**config.mk**
```make
export PLATFORM = sky130hd
export DESIGN_NAME = fir_full_convolution
export DESIGN_NICKNAME = d
export VERILOG_FILES = /design/src/rtl/ffc_pkg.sv /design/src/rtl/fir_full_convolution.sv /design/src/rtl/ffc_tap_mem.sv /design/src/rtl/ffc_mac.sv
export SDC_FILE = /design/constraint.sdc
export NUM_CORES = 2
export LEC_CHECK = 0
export BUFFER_PORTS_ARGS = -buffer_cell sky130_fd_sc_hd__buf_2
export CORE_UTILIZATION = 60
export CTS_BUF_LIST = sky130_fd_sc_hd__clkbuf_16
export CTS_CLUSTER_SIZE = 16
export DETAILED_ROUTE_END_ITERATION = 12
export PLACE_DENSITY = 0.77
export RECOVER_POWER = 25
export SLEW_MARGIN = 10
export SYNTH_ARGS = -nofsm -noshare
export SYNTH_HDL_FRONTEND = slang
export SYNTH_HIERARCHICAL = 1
export SYNTH_SLANG_ARGS = --single-unit
```
**constraint.sdc**
```tcl
create_clock -name clock -period 7.4 [get_ports clock]
set_input_delay 0.37 -clock clock [delete_from_list [all_inputs] [get_ports clock]]
set_output_delay 0.37 -clock clock [all_outputs]
set_load 0.005 [all_outputs]
```
**src/rtl/ffc_pkg.sv**
```systemverilog
`timescale 1ns / 1ps

package ffc_pkg;

   // field widths
   localparam int SAMPLE_W     = 16;
   localparam int COEF_IDX_W   = 4;
   localparam int TAP_CNT_W    = 5;
   localparam int PROD_W       = 2 * SAMPLE_W;
   localparam int FILT_W       = 36;

   // defaults
   localparam int MAX_TAPS_DEF = 16;
   localparam logic [TAP_CNT_W-1:0] TAP_CNT_RST = 5'd16;

   // item kinds
   localparam logic KIND_SAMPLE = 1'b0;
   localparam logic KIND_COEF   = 1'b1;

   typedef struct packed {
      logic                         kind;
      logic signed [SAMPLE_W-1:0]   sample;
      logic                         last_sample;
      logic        [COEF_IDX_W-1:0] coef_index;
      logic signed [SAMPLE_W-1:0]   coef_value;
   } req_word_type;

   typedef struct packed {
      logic signed [FILT_W-1:0] filtered;
      logic                     end_of_signal;
   } rsp_word_type;

   // sequencer to multiply-accumulate unit
   typedef struct packed {
      logic clear;   // zero the accumulator
      logic issue;   // operands are being read this cycle
   } mac_ctrl_type;

endpackage

```
**src/rtl/fir_full_convolution.sv**
```systemverilog
`timescale 1ns / 1ps

// channel  ports                              direction  payload
// request  req_valid / req_ready / req_word   in         ffc_pkg::req_word_type
// response rsp_valid / rsp_ready / rsp_word   out        ffc_pkg::rsp_word_type
// csr      csr_wr_en / csr_wr_data            in         tap_count, 5 bits
//
// Coefficient write word: accepted while idle, written to the store, no response.
// Each response word takes one delay-line write, then taps reads of the two
// tap memories into the single multiply-accumulate unit, a drain of its
// product and accumulate stages and the load of the output register. A last
// sample gives taps words, with the request side not ready meanwhile.
// After reset tap_count is 16 and coefficients and delay line read as zero.
// A response word waiting on rsp_ready stalls the sequencer only when the next
// word is finished; the request side is ready again while the last one waits.
module fir_full_convolution #(
   parameter int MAX_TAPS = ffc_pkg::MAX_TAPS_DEF
) (
   input  logic                                 clock,
   input  logic                                 reset,
   input  logic                                 req_valid,
   output logic                                 req_ready,
   input  ffc_pkg::req_word_type                req_word,
   output logic                                 rsp_valid,
   input  logic                                 rsp_ready,
   output ffc_pkg::rsp_word_type                rsp_word,
   input  logic                                 csr_wr_en,
   input  logic [ffc_pkg::TAP_CNT_W-1:0]        csr_wr_data
);

   localparam int AW = (MAX_TAPS > 1) ? $clog2(MAX_TAPS) : 1;
   localparam int CW = $clog2(MAX_TAPS + 1);

   typedef enum logic [2:0] {
      ST_IDLE,
      ST_SHIFT,
      ST_ISSUE,
      ST_DRAIN,
      ST_DONE
   } state_type;

   state_type                           state_ff, state_in;
   logic [ffc_pkg::TAP_CNT_W-1:0]       tap_ff, tap_in;
   logic [CW-1:0]                       taps_eff;
   logic [CW-1:0]                       taps_ff, taps_in;
   logic [CW-1:0]                       rem_ff, rem_in;
   logic                                last_ff, last_in;
   logic signed [ffc_pkg::SAMPLE_W-1:0] dl_data_ff, dl_data_in;
   logic [AW-1:0]                       head_ff, head_in;
   logic [AW-1:0]                       rd_ptr_ff, rd_ptr_in;
   logic [AW-1:0]                       idx_ff, idx_in;
   logic                                drain_ff, drain_in;
   logic                                rsp_valid_ff, rsp_valid_in;
   ffc_pkg::rsp_word_type               rsp_word_ff, rsp_word_in;

   logic [AW-1:0]                       head_dec;
   logic [AW-1:0]                       rd_ptr_inc;
   logic                                req_acc;
   logic                                rsp_load;
   logic                                dl_clear;
   logic                                cf_wr_en;
   ffc_pkg::mac_ctrl_type               mac_ctrl;
   logic signed [ffc_pkg::SAMPLE_W-1:0] dl_rd_data;
   logic signed [ffc_pkg::SAMPLE_W-1:0] cf_rd_data;
   logic signed [ffc_pkg::FILT_W-1:0]   acc;

   assign req_ready = (state_ff == ST_IDLE);
   assign req_acc   = req_valid && req_ready;
   assign rsp_valid = rsp_valid_ff;
   assign rsp_word  = rsp_word_ff;

   // tap count register
   assign tap_in = csr_wr_en ? csr_wr_data : tap_ff;

   // active taps: zero means one, clamp to the store depth
   always_comb begin
      if (tap_ff == '0) begin
         taps_eff = CW'(1);
      end else if (int'(tap_ff) > MAX_TAPS) begin
         taps_eff = CW'(MAX_TAPS);
      end else begin
         taps_eff = CW'(tap_ff);
      end
   end

   // coefficient writes go straight to the store
   assign cf_wr_en = req_acc && (req_word.kind == ffc_pkg::KIND_COEF)
                     && (int'(req_word.coef_index) < MAX_TAPS);

   // circular delay line pointers
   assign head_dec   = (head_ff == '0) ? AW'(MAX_TAPS - 1) : head_ff - AW'(1);
   assign rd_ptr_inc = (rd_ptr_ff == AW'(MAX_TAPS - 1)) ? '0 : rd_ptr_ff + AW'(1);

   // sequencer
   always_comb begin
      state_in     = state_ff;
      taps_in      = taps_ff;
      rem_in       = rem_ff;
      last_in      = last_ff;
      dl_data_in   = dl_data_ff;
      head_in      = head_ff;
      rd_ptr_in    = rd_ptr_ff;
      idx_in       = idx_ff;
      drain_in     = drain_ff;
      rsp_load     = 1'b0;
      dl_clear     = 1'b0;
      mac_ctrl     = '0;

      unique case (state_ff)
         ST_IDLE: begin
            if (req_acc && (req_word.kind == ffc_pkg::KIND_SAMPLE)) begin
               taps_in    = taps_eff;
               rem_in     = req_word.last_sample ? taps_eff - CW'(1) : '0;
               last_in    = req_word.last_sample;
               dl_data_in = req_word.sample;
               state_in   = ST_SHIFT;
            end
         end
         ST_SHIFT: begin
            head_in        = head_dec;
            rd_ptr_in      = head_dec;
            idx_in         = '0;
            mac_ctrl.clear = 1'b1;
            state_in       = ST_ISSUE;
         end
         ST_ISSUE: begin
            mac_ctrl.issue = 1'b1;
            rd_ptr_in      = rd_ptr_inc;
            idx_in         = idx_ff + AW'(1);
            if (CW'(idx_ff) == taps_ff - CW'(1)) begin
               drain_in = 1'b0;
               state_in = ST_DRAIN;
            end
         end
         ST_DRAIN: begin
            drain_in = 1'b1;
            if (drain_ff) begin
               state_in = ST_DONE;
            end
         end
         ST_DONE: begin
            if (!rsp_valid_ff || rsp_ready) begin
               rsp_load = 1'b1;
               if (rem_ff != '0) begin
                  // tail: shift a zero in and run again
                  rem_in     = rem_ff - CW'(1);
                  dl_data_in = '0;
                  state_in   = ST_SHIFT;
               end else begin
                  dl_clear = last_ff;
                  state_in = ST_IDLE;
               end
            end
         end
         default: begin
            state_in = ST_IDLE;
         end
      endcase
   end

   // output register
   always_comb begin
      rsp_word_in  = rsp_word_ff;
      rsp_valid_in = rsp_valid_ff && !rsp_ready;
      if (rsp_load) begin
         rsp_valid_in              = 1'b1;
         rsp_word_in.filtered      = acc;
         rsp_word_in.end_of_signal = last_ff && (rem_ff == '0);
      end
   end

   always_ff @(posedge clock) begin
      if (reset) begin
         state_ff     <= ST_IDLE;
         tap_ff       <= ffc_pkg::TAP_CNT_RST;
         head_ff      <= '0;
         rsp_valid_ff <= 1'b0;
         taps_ff      <= CW'(1);
         rem_ff       <= '0;
         last_ff      <= 1'b0;
         idx_ff       <= '0;
         drain_ff     <= 1'b0;
      end else begin
         state_ff     <= state_in;
         tap_ff       <= tap_in;
         head_ff      <= head_in;
         rsp_valid_ff <= rsp_valid_in;
         taps_ff      <= taps_in;
         rem_ff       <= rem_in;
         last_ff      <= last_in;
         idx_ff       <= idx_in;
         drain_ff     <= drain_in;
      end
      dl_data_ff  <= dl_data_in;
      rd_ptr_ff   <= rd_ptr_in;
      rsp_word_ff <= rsp_word_in;
   end

   // delay line, newest sample at head
   ffc_tap_mem #(
      .DEPTH (MAX_TAPS),
      .AW    (AW)
   ) u_dl_mem (
      .clock   (clock),
      .reset   (reset),
      .clear   (dl_clear),
      .wr_en   (state_ff == ST_SHIFT),
      .wr_addr (head_dec),
      .wr_data (dl_data_ff),
      .rd_en   (mac_ctrl.issue),
      .rd_addr (rd_ptr_ff),
      .rd_data (dl_rd_data)
   );

   // coefficient store
   ffc_tap_mem #(
      .DEPTH (MAX_TAPS),
      .AW    (AW)
   ) u_cf_mem (
      .clock   (clock),
      .reset   (reset),
      .clear   (1'b0),
      .wr_en   (cf_wr_en),
      .wr_addr (AW'(req_word.coef_index)),
      .wr_data (req_word.coef_value),
      .rd_en   (mac_ctrl.issue),
      .rd_addr (idx_ff),
      .rd_data (cf_rd_data)
   );

   ffc_mac u_mac (
      .clock     (clock),
      .reset     (reset),
      .ctrl      (mac_ctrl),
      .sample_op (dl_rd_data),
      .coef_op   (cf_rd_data),
      .acc       (acc)
   );

   // tap index stays inside the active taps
   a_idx_range: assert property (@(posedge clock) disable iff (reset)
      (state_ff == ST_ISSUE) |-> (CW'(idx_ff) < taps_ff))
      else $error("tap index beyond active taps");

   // tail counter never reaches the tap count
   a_rem_range: assert property (@(posedge clock) disable iff (reset)
      (state_ff != ST_IDLE) |-> (rem_ff < taps_ff))
      else $error("tail count out of range");

   // latched tap count within 1..MAX_TAPS
   a_taps_range: assert property (@(posedge clock) disable iff (reset)
      (state_ff != ST_IDLE) |-> ((taps_ff != '0) && (int'(taps_ff) <= MAX_TAPS)))
      else $error("active tap count out of range");

   // a finished sum waits while the output register is still held
   a_done_hold: assert property (@(posedge clock) disable iff (reset)
      ((state_ff == ST_DONE) && rsp_valid_ff && !rsp_ready)
      |=> ((state_ff == ST_DONE) && rsp_valid_ff))
      else $error("finished sum overwrote a waiting word");

endmodule

```
**src/rtl/ffc_tap_mem.sv**
```systemverilog
`timescale 1ns / 1ps

// Tap memory: one write port, one registered read port.
// Entries never written since reset or the last clear read as zero.
module ffc_tap_mem #(
   parameter int DEPTH = ffc_pkg::MAX_TAPS_DEF,
   parameter int AW    = (DEPTH > 1) ? $clog2(DEPTH) : 1
) (
   input  logic                                 clock,
   input  logic                                 reset,
   input  logic                                 clear,
   input  logic                                 wr_en,
   input  logic [AW-1:0]                        wr_addr,
   input  logic signed [ffc_pkg::SAMPLE_W-1:0]  wr_data,
   input  logic                                 rd_en,
   input  logic [AW-1:0]                        rd_addr,
   output logic signed [ffc_pkg::SAMPLE_W-1:0]  rd_data
);

   logic signed [ffc_pkg::SAMPLE_W-1:0] mem [DEPTH];
   logic        [DEPTH-1:0]             vld_ff;
   logic        [DEPTH-1:0]             vld_in;
   logic signed [ffc_pkg::SAMPLE_W-1:0] rd_data_ff;

   // valid bits: cleared at once, set on write
   always_comb begin
      vld_in = vld_ff;
      if (clear) begin
         vld_in = '0;
      end else if (wr_en) begin
         vld_in[wr_addr] = 1'b1;
      end
   end

   always_ff @(posedge clock) begin
      if (reset) begin
         vld_ff <= '0;
      end else begin
         vld_ff <= vld_in;
      end
   end

   // storage and registered read
   always_ff @(posedge clock) begin
      if (wr_en) begin
         mem[wr_addr] <= wr_data;
      end
      if (rd_en) begin
         rd_data_ff <= vld_ff[rd_addr] ? mem[rd_addr] : '0;
      end
   end

   assign rd_data = rd_data_ff;

endmodule

```
**src/rtl/ffc_mac.sv**
```systemverilog
`timescale 1ns / 1ps

// Shared multiply-accumulate: one product per cycle, registered,
// then added into a wrapping accumulator.
module ffc_mac (
   input  logic                                 clock,
   input  logic                                 reset,
   input  ffc_pkg::mac_ctrl_type                ctrl,
   input  logic signed [ffc_pkg::SAMPLE_W-1:0]  sample_op,
   input  logic signed [ffc_pkg::SAMPLE_W-1:0]  coef_op,
   output logic signed [ffc_pkg::FILT_W-1:0]    acc
);

   logic                               op_vld_ff;
   logic                               prod_vld_ff;
   logic signed [ffc_pkg::PROD_W-1:0]  prod_ff;
   logic signed [ffc_pkg::FILT_W-1:0]  acc_ff;
   logic signed [ffc_pkg::FILT_W-1:0]  acc_in;

   // operands arrive in the cycle after issue (registered memory read)
   always_ff @(posedge clock) begin
      if (reset) begin
         op_vld_ff   <= 1'b0;
         prod_vld_ff <= 1'b0;
      end else begin
         op_vld_ff   <= ctrl.issue;
         prod_vld_ff <= op_vld_ff;
      end
   end

   // product stage
   always_ff @(posedge clock) begin
      if (op_vld_ff) begin
         prod_ff <= sample_op * coef_op;
      end
   end

   // accumulate, low bits kept
   always_comb begin
      acc_in = acc_ff;
      if (ctrl.clear) begin
         acc_in = '0;
      end else if (prod_vld_ff) begin
         acc_in = acc_ff + ffc_pkg::FILT_W'(prod_ff);
      end
   end

   always_ff @(posedge clock) begin
      acc_ff <= acc_in;
   end

   assign acc = acc_ff;

endmodule
```
## Word-level counts from Yosys, hierarchy flattened

Memory sizes are Yosys's and may differ from the RTL's. A register that Yosys moved wholly into a read port is not among the register bits.
Cells that the tools add are included.

- Bits in writable memories: 512
- Input port bits: 48
- Output and inout bits: 39
- Register bits: 188
- Memories kept: 2

Memory list:

| name | words | width | read ports | clocked after Yosys merged registers in | wr ports | line | source |
|---|---|---|---|---|---|---|---|
| u_cf_mem.mem | 16 | 16 | 1 | 1 | 1 | ffc_tap_mem.sv:20 | `logic signed [ffc_pkg::SAMPLE_W-1:0] mem [DEPTH];` |
| u_dl_mem.mem | 16 | 16 | 1 | 1 | 1 | ffc_tap_mem.sv:20 |  |

- Mux-type cells: 42
- $lt $le $gt $ge: 7
- Reduce and logical (&&, ||, !) cells: 25
- Add/subtract/negate cells: 7
- Bitwise logic cells: 3
- $mul: 1
- Equality and inequality tests: 11

Operator list:

| operator | count |
|---|---|
| 16-bit two-way mux | 3 |
| 36-bit by 32-bit adder with 36-bit output | 1 |
| 16-bit by 16-bit multiplier with 32-bit output | 1 |
| 16-bit OR | 2 |
| 16-bit one-hot mux with 2 select lines | 1 |
| 5-bit two-way mux | 6 |
| 4-bit by 5-bit less-than comparator with 1-bit output, second input constant | 4 |
| 1-bit two-way mux | 17 |
| 4-bit one-hot mux with 2 select lines | 2 |
| 3-bit one-hot mux with 5 select lines | 1 |
| 5-bit by 1-bit subtractor with 5-bit output, second input constant | 3 |
| 3-bit two-way mux | 4 |
| 5-bit logical NOT | 2 |
| 5-bit one-hot mux with 2 select lines | 1 |
| 4-bit by 1-bit adder with 4-bit output, second input constant | 2 |
| 1-bit binary-select mux with 4-bit select | 2 |
| 1-bit demux with 4-bit select | 2 |
| 4-bit by 1-bit >= comparator with 1-bit output, second input constant | 2 |
| 4-bit two-way mux | 2 |
| 2-bit != test, second input constant | 4 |
| 4-bit AND reduction | 2 |
| 1-bit logical AND | 7 |
| 3-bit by 2-bit equality test with 1-bit output, second input constant | 2 |
| 2-bit nonzero test | 3 |
| other kinds (16) | 20 |

## Depth between registers and ports, before layout

- Depth after elaboration: 7
- Mapped depth: 25
- Gate-level depth less buffers: 24

## Hierarchy

Netlist, hierarchy kept.

By module, submodules not included:

| module | instances | sequential area each (um2) | area an instance (um2) | cells an instance |
|---|---|---|---|---|
| ffc_tap_mem | 2 | 8,488.1 | 10,792.9 | 475 |
| ffc_mac | 1 | 1,721.7 | 14,138.6 | 1,534 |
| fir_full_convolution | 1 | 2,292.2 | 3,578.4 | 285 |

## Least setup slack after synthesis

Ideal clock, no wire load.

- Path kind: reg-to-reg
- From: register u_dl_mem.rd_data_ff, in the netlist u_dl_mem/rd_data[15] (read register of u_dl_mem.mem)
- To: register u_mac/prod_ff[31] in the netlist's numbering (data pin)
- Required time: 7,141 ps
- Data arrival time: 6,074 ps
- Stages on the path, launching flop included: 22
- Slack: 1,067 ps
- Cell sequence: edfxtp_1 clkbuf_1 and2_1 fa_1 inv_1 fa_1 inv_1 fa_1 fa_1 fa_1 inv_1 fa_1 inv_1 ha_1 and3_1 a221o_1 a21o_1 a221o_1 o2111a_1 nor2_1 a21oi_1 xnor2_1

- Longest elaborated chain between the ends: 1

Ends and longest elaborated chain:

| what | line | source |
|---|---|---|
| start: declaration | ffc_tap_mem.sv:23 | `logic signed [ffc_pkg::SAMPLE_W-1:0] rd_data_ff;` |
| 16-bit by 16-bit multiplier with 32-bit output | ffc_mac.sv:34 | `prod_ff <= sample_op * coef_op;` |
| end signal: assignment | ffc_mac.sv:34 |  |
| end: declaration | ffc_mac.sv:16 | `logic signed [ffc_pkg::PROD_W-1:0] prod_ff;` |

Every way passes these cells.
A chain may end at the register's enable or synchronous reset.

## Worst setup path after layout

- From: register u_cf_mem.rd_data_ff, in the netlist u_cf_mem/rd_data[4] (read register of u_cf_mem.mem)
- To: register u_mac/prod_ff[30] in the netlist's numbering (data pin)

- Longest elaborated chain between the ends: 1

Ends and longest elaborated chain:

| what | line |
|---|---|
| start: declaration | ffc_tap_mem.sv:23 |
| 16-bit by 16-bit multiplier with 32-bit output | ffc_mac.sv:34 |

Every way passes these cells.

==> results.ini <==
[yosys]
synthesis.area_mm2=0.0393
synth_top_family_by_area=adder cells
async_flop_share=0
synthCells=2769
yosysSeqAreaShare=0.534
synth_top_flop_cell=edfxtp_1
post_synth_and_or_nand_nor_area_fraction=0.0796
ys_ff_latch=732
yosys.area_share.xor_xnor=0.0149
ys_types=94
synth-edff-count=633
synthMuxAreaShare=0.0848
synthAdderAreaFrac=0.173
yosysWarnings=6
synth_nets=3204
synth_compound_area_frac=0.0650
avgSynthCellArea_um2=14.2

[floorplanning]
dieArea_mm2=0.0665
rows=93
core-area_mm2=0.0646
io_pins=87
dieWidth_um=258
die_y_um=258
start_util=0.609

[clock_tree]
tritoncts=yes
cts-hold-fix-buffers=11
cts_setup_buffers=0
cts-resized-gates=0
clk_root_buffer_cell=clkbuf_16
cts_max_level=3
worstSkewPairLatency_ns=0.63
path_clk_slew_ns=0.07
cts_buffers=76
cts_num_sinks=732
cts_buffer_depth=3

[setup_path]
worstPathCellList=and2_1 > fa_1 > fa_1 > fa_1 > fa_1 > fa_1 > inv_1 > fa_1 > inv_1 > ha_1 > a21o_1 > a21o_1 > a21oi_1 > nor2b_1 > a221oi_1 > a21oi_1 > o21a_1 > nor2_1 > xnor2_1
start_kind=flip-flop
cp-end-kind=flip-flop
crit_fanout=16
crit_start=u_cf_mem/rd_data[4]
cp_slowest_stage_delay_ns=0.97
worstSetupEndpoint=u_mac/prod_ff[30]
r2r_start=u_cf_mem/rd_data[4]
r2r_slack_ns=0.64
critical_path_required_ns=7.78
path_class=reg2reg
crit_arrival_ns=7.14
reg2reg_to=u_mac/prod_ff[30]
cpMostUsedCell=fa_1
critPathSlowestCell=fa_1
r2r.worst_path.cells=19

[timing]
slew_viol_final=0
hold_slack_ns=0.0307
slew_headroom=0.309
hold_violations=0
min_period_ns=6.76
setup-violations-final=0
max_slew.worst_pin.slew_ns=1.04
fin_crit_sh=0.913
skew_ns=0.0212
fmaxAchievable_mhz=148
setup_tns_ns=0
grt_setup_unrepaired=false

[detailed_routing]
wl_per_cell_um=22.3
vias=23000
routed_wl_mm=85.0
drc=0
viasPerCell=6.03
ant_nets=0
dr.pass1.iters=5
drt_iter0_drc=2128

[run_status]
status=finished clean

[finish]
drive_gt1_frac=0.142
area_delta_synth_final_pct=10.2
layout.nets=3324
nFillCells=4384
num_antenna_cells=0
stdcell_count=3807

[global_route]
overflow=0
grt_pass1_wl_mm=133
grt_pass1_vias=24100
grt_use_total=0.262
grt_max_degree=75
antenna_found_initial=2

[place]
io_buffer_count=86
gp_congestion=0.946
dp_hpwl_mm=54.4
placed_cells=3655

[hold_path]
hold_class=in2reg

[job]
maxCapViolCount=0

-- metal layers --
metal / global-route usage / wire [µm] / vias to the layer above
li1: - / - / 10100
met2: 0.441 / 41800 / 1090
met1: 0.346 / 33500 / 11600
met4: 0.0950 / 2580 / 4
met3: 0.0434 / 7140 / 205
met5: 0 / 26 / -
-- synthesized netlist by cell type, types with 40 or more instances --
| master | n | area (µm²) |
|---|---|---|
| a22oi_1 | 66 | 495 |
| xnor2_1 | 44 | 385 |
| dfxtp_1 | 99 | 1980 |
| edfxtp_1 | 633 | 19000 |
| and2_1 | 148 | 926 |
| nor2_1 | 111 | 417 |
| fa_1 | 263 | 5270 |
| mux4_2 | 136 | 3060 |
| nand2_1 | 171 | 642 |
| a21oi_1 | 96 | 480 |
| inv_1 | 348 | 1310 |
| ha_1 | 124 | 1550 |
| clkbuf_1 | 65 | 244 |
| o21a_1 | 40 | 300 |
-- layout make-up --
cell class | instances | area (µm²) | share of cell area
Sequential cell | 732 | 21000 | 0.485
Multi-Input combinational cell | 1579 | 16500 | 0.381
Clock buffer | 77 | 1930 | 0.0445
Inverter | 351 | 1320 | 0.0304
Tap cell | 855 | 1070 | 0.0247
Timing Repair Buffer | 149 | 911 | 0.0210
Clock inverter | 64 | 592 | 0.0137
-- flip-flops by register name (all words and copies together), names as in the netlist, 16 cells and up --
name / cells
dl_data_ff: 16
u_mac/acc: 36
rsp_word: 37
u_cf_mem/mem: 256
u_dl_mem/vld_ff: 16
u_dl_mem/mem: 256
u_cf_mem/vld_ff: 16
u_mac/prod_ff: 32
u_cf_mem/rd_data: 16
u_dl_mem/rd_data: 16
-- per-stage QoR --
| step | util | setup WS (ns) | cell area [µm²] |
|---|---|---|---|
| final | 0.670 | 0.641 | 43300 |
| after global routing | 0.670 | 0.277 | 43300 |
| after CTS | 0.671 | 0.659 | 43300 |
| after detailed placement | 0.630 | 0.642 | 40700 |
| after global placement | 0.630 | 0.733 | 40700 |
| after floorplan | - | 1.07 | 39300 |
-- worst min path at each step --
stage | from | endpoint | depth (start not counted)
5_1_grt | req_word[27] | dl_data_ff[6] | 2
4_1_cts | req_word[24] | dl_data_ff[3] | 2
3_3_place_gp | u_mac/acc[35] | rsp_word[36] | 0
3_5_place_dp | u_mac/acc[35] | rsp_word[36] | 0
2_1_floorplan | u_mac/acc[15] | rsp_word[16] | 0
6_report | req_word[28] | dl_data_ff[7] | 2
-- placed cells by master (no fill, tap or decap), types with 16 or more instances in the layout --
cell type and n:
edfxtp_1 633, inv_1 372, fa_1 263, nand2_1 171, and2_1 148, mux4_2 136
ha_1 124, nor2_1 110, a21oi_1 96, dfxtp_1 96, clkbuf_16 77, buf_2 70
a22oi_1 66, buf_4 52, xnor2_1 44, o21a_1 40, nand2b_1 36, a21o_1 32
o21ai_0 30, mux2i_1 27, xor2_1 23, nor3_1 16, clkbuf_1 16
-- cells by family after synthesis --
logic type,count (synthesis)
AOI/OAI and AO/OA,366
xor gates and xnor gates,67
adders and majority gates,387
buffers and inverters,458
DFF,732
muxes,163
other,1
and+or+nand+nor,595
-- critical path: cells and delay by family, from the launching register on --
kind / cells / cell delay, ns
adder cells (fa/ha/maj): 7 / 3.88
AO/OA/AOI/OAI: 6 / 1.27
flip-flops: 1 / 0.67
AND/OR/NAND/NOR: 3 / 0.51
buffers and inverters: 2 / 0.09
XOR/XNOR: 1 / 0.07
Power is left out: the tool's default activity adds up to more than one toggle a clock period on the data nets, which glitch-free logic cannot reach.
